`src/rtl/core/dkrs_pkg.sv`:
```
// Shared types and constants for the dense keyed record store.
// Holds the beat structs, operation and status codes and the module-to-module structs.
// Depends on nothing.
package dkrs_pkg;

  localparam int CAPACITY    = 64;
  localparam int HANDLE_BITS = 32;
  localparam int SLOT_W      = $clog2(CAPACITY);
  localparam int CNT_W       = $clog2(CAPACITY + 1);

  localparam logic [1:0] FN_INSERT = 2'd0;
  localparam logic [1:0] FN_ERASE  = 2'd1;
  localparam logic [1:0] FN_LOOKUP = 2'd2;

  localparam logic [1:0] ST_OK        = 2'd0;
  localparam logic [1:0] ST_NOT_FOUND = 2'd1;
  localparam logic [1:0] ST_DUPLICATE = 2'd2;
  localparam logic [1:0] ST_FULL      = 2'd3;

  typedef struct packed {
    logic [1:0]  func;
    logic [63:0] key;
    logic [31:0] handle;
  } in_item_t;

  typedef struct packed {
    logic [1:0]  status;
    logic [31:0] found_handle;
    logic [5:0]  slot;
    logic [6:0]  entries;
  } out_item_t;

  // Write into one slot of the array.
  typedef struct packed {
    logic                   en;
    logic [SLOT_W-1:0]      idx;
    logic [63:0]            key;
    logic [HANDLE_BITS-1:0] handle;
  } slot_wr_t;

  // Search result and the contents of the last filled slot.
  typedef struct packed {
    logic                   hit;
    logic [SLOT_W-1:0]      hit_slot;
    logic [HANDLE_BITS-1:0] hit_handle;
    logic [63:0]            last_key;
    logic [HANDLE_BITS-1:0] last_handle;
  } slot_rd_t;

endpackage

```
`src/rtl/core/dkrs_in_stage.sv`:
```
// Input register of the record store: holds one accepted beat until the core takes it.
// Depends on dkrs_pkg.
module dkrs_in_stage (
  input  logic              clk,
  input  logic              rst_n,
  input  logic              in_valid,
  output logic              in_stall,
  input  dkrs_pkg::in_item_t in_data,
  output logic              item_valid,
  output dkrs_pkg::in_item_t item_data,
  input  logic              item_take
);

  logic               valid_r, valid_nxt;
  dkrs_pkg::in_item_t data_r;

  assign in_stall   = valid_r && !item_take;
  assign item_valid = valid_r;
  assign item_data  = data_r;

  always_comb begin
    valid_nxt = valid_r;
    if (in_valid && !in_stall) begin
      valid_nxt = 1'b1;
    end else if (item_take) begin
      valid_nxt = 1'b0;
    end
  end

  always_ff @(posedge clk) begin
    if (!rst_n) begin
      valid_r <= 1'b0;
    end else begin
      valid_r <= valid_nxt;
    end
  end

  always_ff @(posedge clk) begin
    if (in_valid && !in_stall) begin
      data_r <= in_data;
    end
  end

endmodule

```
`config.mk`:
```
export PLATFORM = sky130hd
export DESIGN_NAME = dkrs_in_stage
export DESIGN_NICKNAME = d
export VERILOG_FILES = /design/src/rtl/core/dkrs_pkg.sv /design/src/rtl/core/dkrs_in_stage.sv
export SDC_FILE = /design/constraint.sdc
export NUM_CORES = 1
export LEC_CHECK = 0
export BUFFER_PORTS_ARGS = -buffer_cell sky130_fd_sc_hd__buf_2
export CAP_MARGIN = 20
export CORE_MARGIN = 5
export CORE_UTILIZATION = 41
export DETAILED_ROUTE_END_ITERATION = 10
export GPL_TIMING_DRIVEN = 0
export PLACE_DENSITY = 0.79
export SYNTH_ARGS = -nofsm -noshare
export SYNTH_HDL_FRONTEND = slang
export SYNTH_SLANG_ARGS = --single-unit
export TNS_END_PERCENT = 5
```
`constraint.sdc`:
```
create_clock -name clk -period 8.5 [get_ports clk]
set_input_delay 2.55 -clock clk [delete_from_list [all_inputs] [get_ports clk]]
set_output_delay 2.55 -clock clk [all_outputs]
set_load 0.01 [all_outputs]
```
==> reports/qor.csv <==
stage;metric;value;unit
run_status;outcome;finished, final reports clean;
final_layout;# nets final;418;
final_layout;footprint of the multi-input gates;35.03;sq um
floorplanning;Die Wd;95.40;um
power_and_ir_drop;Static Leak;1.874;nW
floorplanning;initial core utilization;41.67;%
place;Port Buf Inserts;201;
final_layout;most frequent cells in the layout;buf_2, edfxtp_1, clkbuf_8;
global_routing;initial antenna violation count;0;
global_routing;GRT overflow;0;
logic_synthesis;Post-Synthesis Cells;102;
timing;Total Neg Setup Slack;0;ns
logic_synthesis;Yosys warnings;0;
power_and_ir_drop;maximum vdd drop;148.8;uV
timing;final setup fails;0;
place;Inst Count DP;404;
route;vias per cell;4.317;
route;via count;1813;
logic_synthesis;Syn Area/Cell;29.32;sq um
clock_network;Clock Tree Root;clkbuf_8;
timing;Setup WS post-layout;2.999;ns
worst_hold_path;min-delay worst type;flip-flop to flip-flop;
clock_network;setup bufs post-CTS;0;
clock_network;worst skew pair latency;0.34;ns
place;pre-CTS setup slack;2.994;ns
logic_synthesis;Post-Syn Area;2990;sq um
floorplanning;Die H;95.40;um
clock_network;clock sinks;99;
run;max_cap viols;0;
global_routing;vias in the first global route;1894;
worst_setup_path;Worst Path Required;5.95;ns
timing;Fmax;181.8;MHz
logic_synthesis;number of library cell types mapped by synthesis;5;
clock_network;Hold-fix buffers, CTS;0;
worst_setup_path;critical path arrival;2.95;ns
logic_synthesis;Synth area leader;edfxtp_1;
timing;final hold violation count;0;
clock_network;H-tree Lvls;3;
timing;Final period util;64.72;%
timing;count of pins over their slew limit;0;
place;Final GP Congestion;0.6979;
clock_network;CTS-repair resized insts;0;
logic_synthesis;post-synthesis sequential area ratio;99.08;%
timing;Rel. slew slack;50.30;%
final_layout;Layout area overhead;45.61;%
worst_setup_path;CP Launch Type;input pin;
logic_synthesis;Seq cells post-synth;99;
clock_network;CTS Buffer Depth;2;
timing;RSZ-0062 raised after global routing;no;
clock_network;Reg clk slew, reported paths;0.09;ns
route;router iterations before antenna repair;5;
final_layout;commonest non-fill, non-tap cell in the layout;buf_2;
route;antenna-violating nets left;0;
logic_synthesis;syn_nets;204;
clock_network;CTS tree;done;
timing;minimum clock period;5.501;ns
global_routing;largest net degree at the start of global routing;39;
clock_network;clock buffer count from CTS;9;
worst_setup_path;CP max FO;3;
timing;skew final;0.008987;ns
worst_setup_path;flop-to-flop setup slack;6.82;ns
logic_synthesis;Yosys top cell area share;98.41;%
floorplanning;die area;9101;sq um
floorplanning;row cnt;31;
logic_synthesis;largest cells by area after synthesis;edfxtp_1, dfxtp_1, nor2b_4;
global_routing;first-pass GRT wire length;9.763;mm
route;drt drc;0;
final_layout;fill cell count;561;
power_and_ir_drop;total power;930.6;uW
floorplanning;core area;7176;sq um
route;Avg WL per Cell;17.25;um
power_and_ir_drop;pwr dens;213.7;nW/um^2
route;Post-Route WL;7.246;mm
global_routing;Total Routing Usage GR;15.16;%
final_layout;Antenna Cells;0;
worst_setup_path;worst setup path category;input pin to output pin;
route;Iteration-0 DRC Markers;54;
floorplanning;num ports;202;
worst_setup_path;CP Capture Type;output pin;
final_layout;share of layout cells above drive strength 1;68.54;%
final_layout;Final Non-Filler Cells;420;
final_layout;register area;2963;sq um
timing;Worst Max-Slew Pin Slew;0.7439;ns
-- Yosys cell counts --
master / number
edfxtp_1: 98
dfxtp_1: 1
nor2b_1: 1
nor2b_4: 1
o21a_1: 1
-- path summary, 6_finish.rpt --
check / depth (start not counted) / end / from
setup / recovery: 3 / in_stall / item_take
hold / removal: 2 / item_valid / item_valid
setup reg to reg: 3 / item_data[86] / item_valid
hold reg to reg: 2 / item_valid / item_valid
-- cell families (layout without fill, tap and decap cells) --
logic type             count (synthesis)  count (layout)  synth area share (%)
AO/OA/AOI/OAI                          1               1                0.2511
buffers and inverters                  0             219                     0
flip-flops                            99              99                 99.08
AND/OR/NAND/NOR                        2               2                0.6695
-- critical path: stages --
cell and delay [ns]:
buf_2 0.11, nor2b_4 0.14, buf_2 0.15
-- power breakdown --
group / total (mW) / switching [mW] / internal (mW)
logic: 0.0813 / 0.0444 / 0.0369
registers: 0.576 / 0.00633 / 0.570
clock network: 0.273 / 0.162 / 0.111
total: 0.931 / 0.213 / 0.718
-- through the flow --
step	hold WS, ns	area [sq um]	util, %
6_report	0.6557	4354	60.68
5_1_grt	0.6949	4354	60.68
4_1_cts	0.6706	4354	60.68
3_3_place_gp	0.5808	4120	57.42
2_1_floorplan	0.6624	2990	-
3_5_place_dp	0.6556	4168	58.08
-- area by class of cell --
class / instances / share of cell area [%]
tap: 99 / 2.845
multi-input combinational: 3 / 0.8046
clock buffer: 9 / 2.845
clock inverter: 7 / 1.437
sequential: 99 / 68.05
timing repair buffer: 203 / 24.02
-- registers in the layout, indices dropped and copies added, names as in the netlist --
name        count
item_valid      1
item_data      98
-- routing by layer --
metal	vias up	share of wire (%)	global-route usage, %
li1	841	-	-
met1	835	31	14.91
met2	126	54	26.94
met3	11	13	6.630
met4	0	1.9	7.583
met5	-	0	0
No activity file was read; power rests on OpenSTA's default activity.
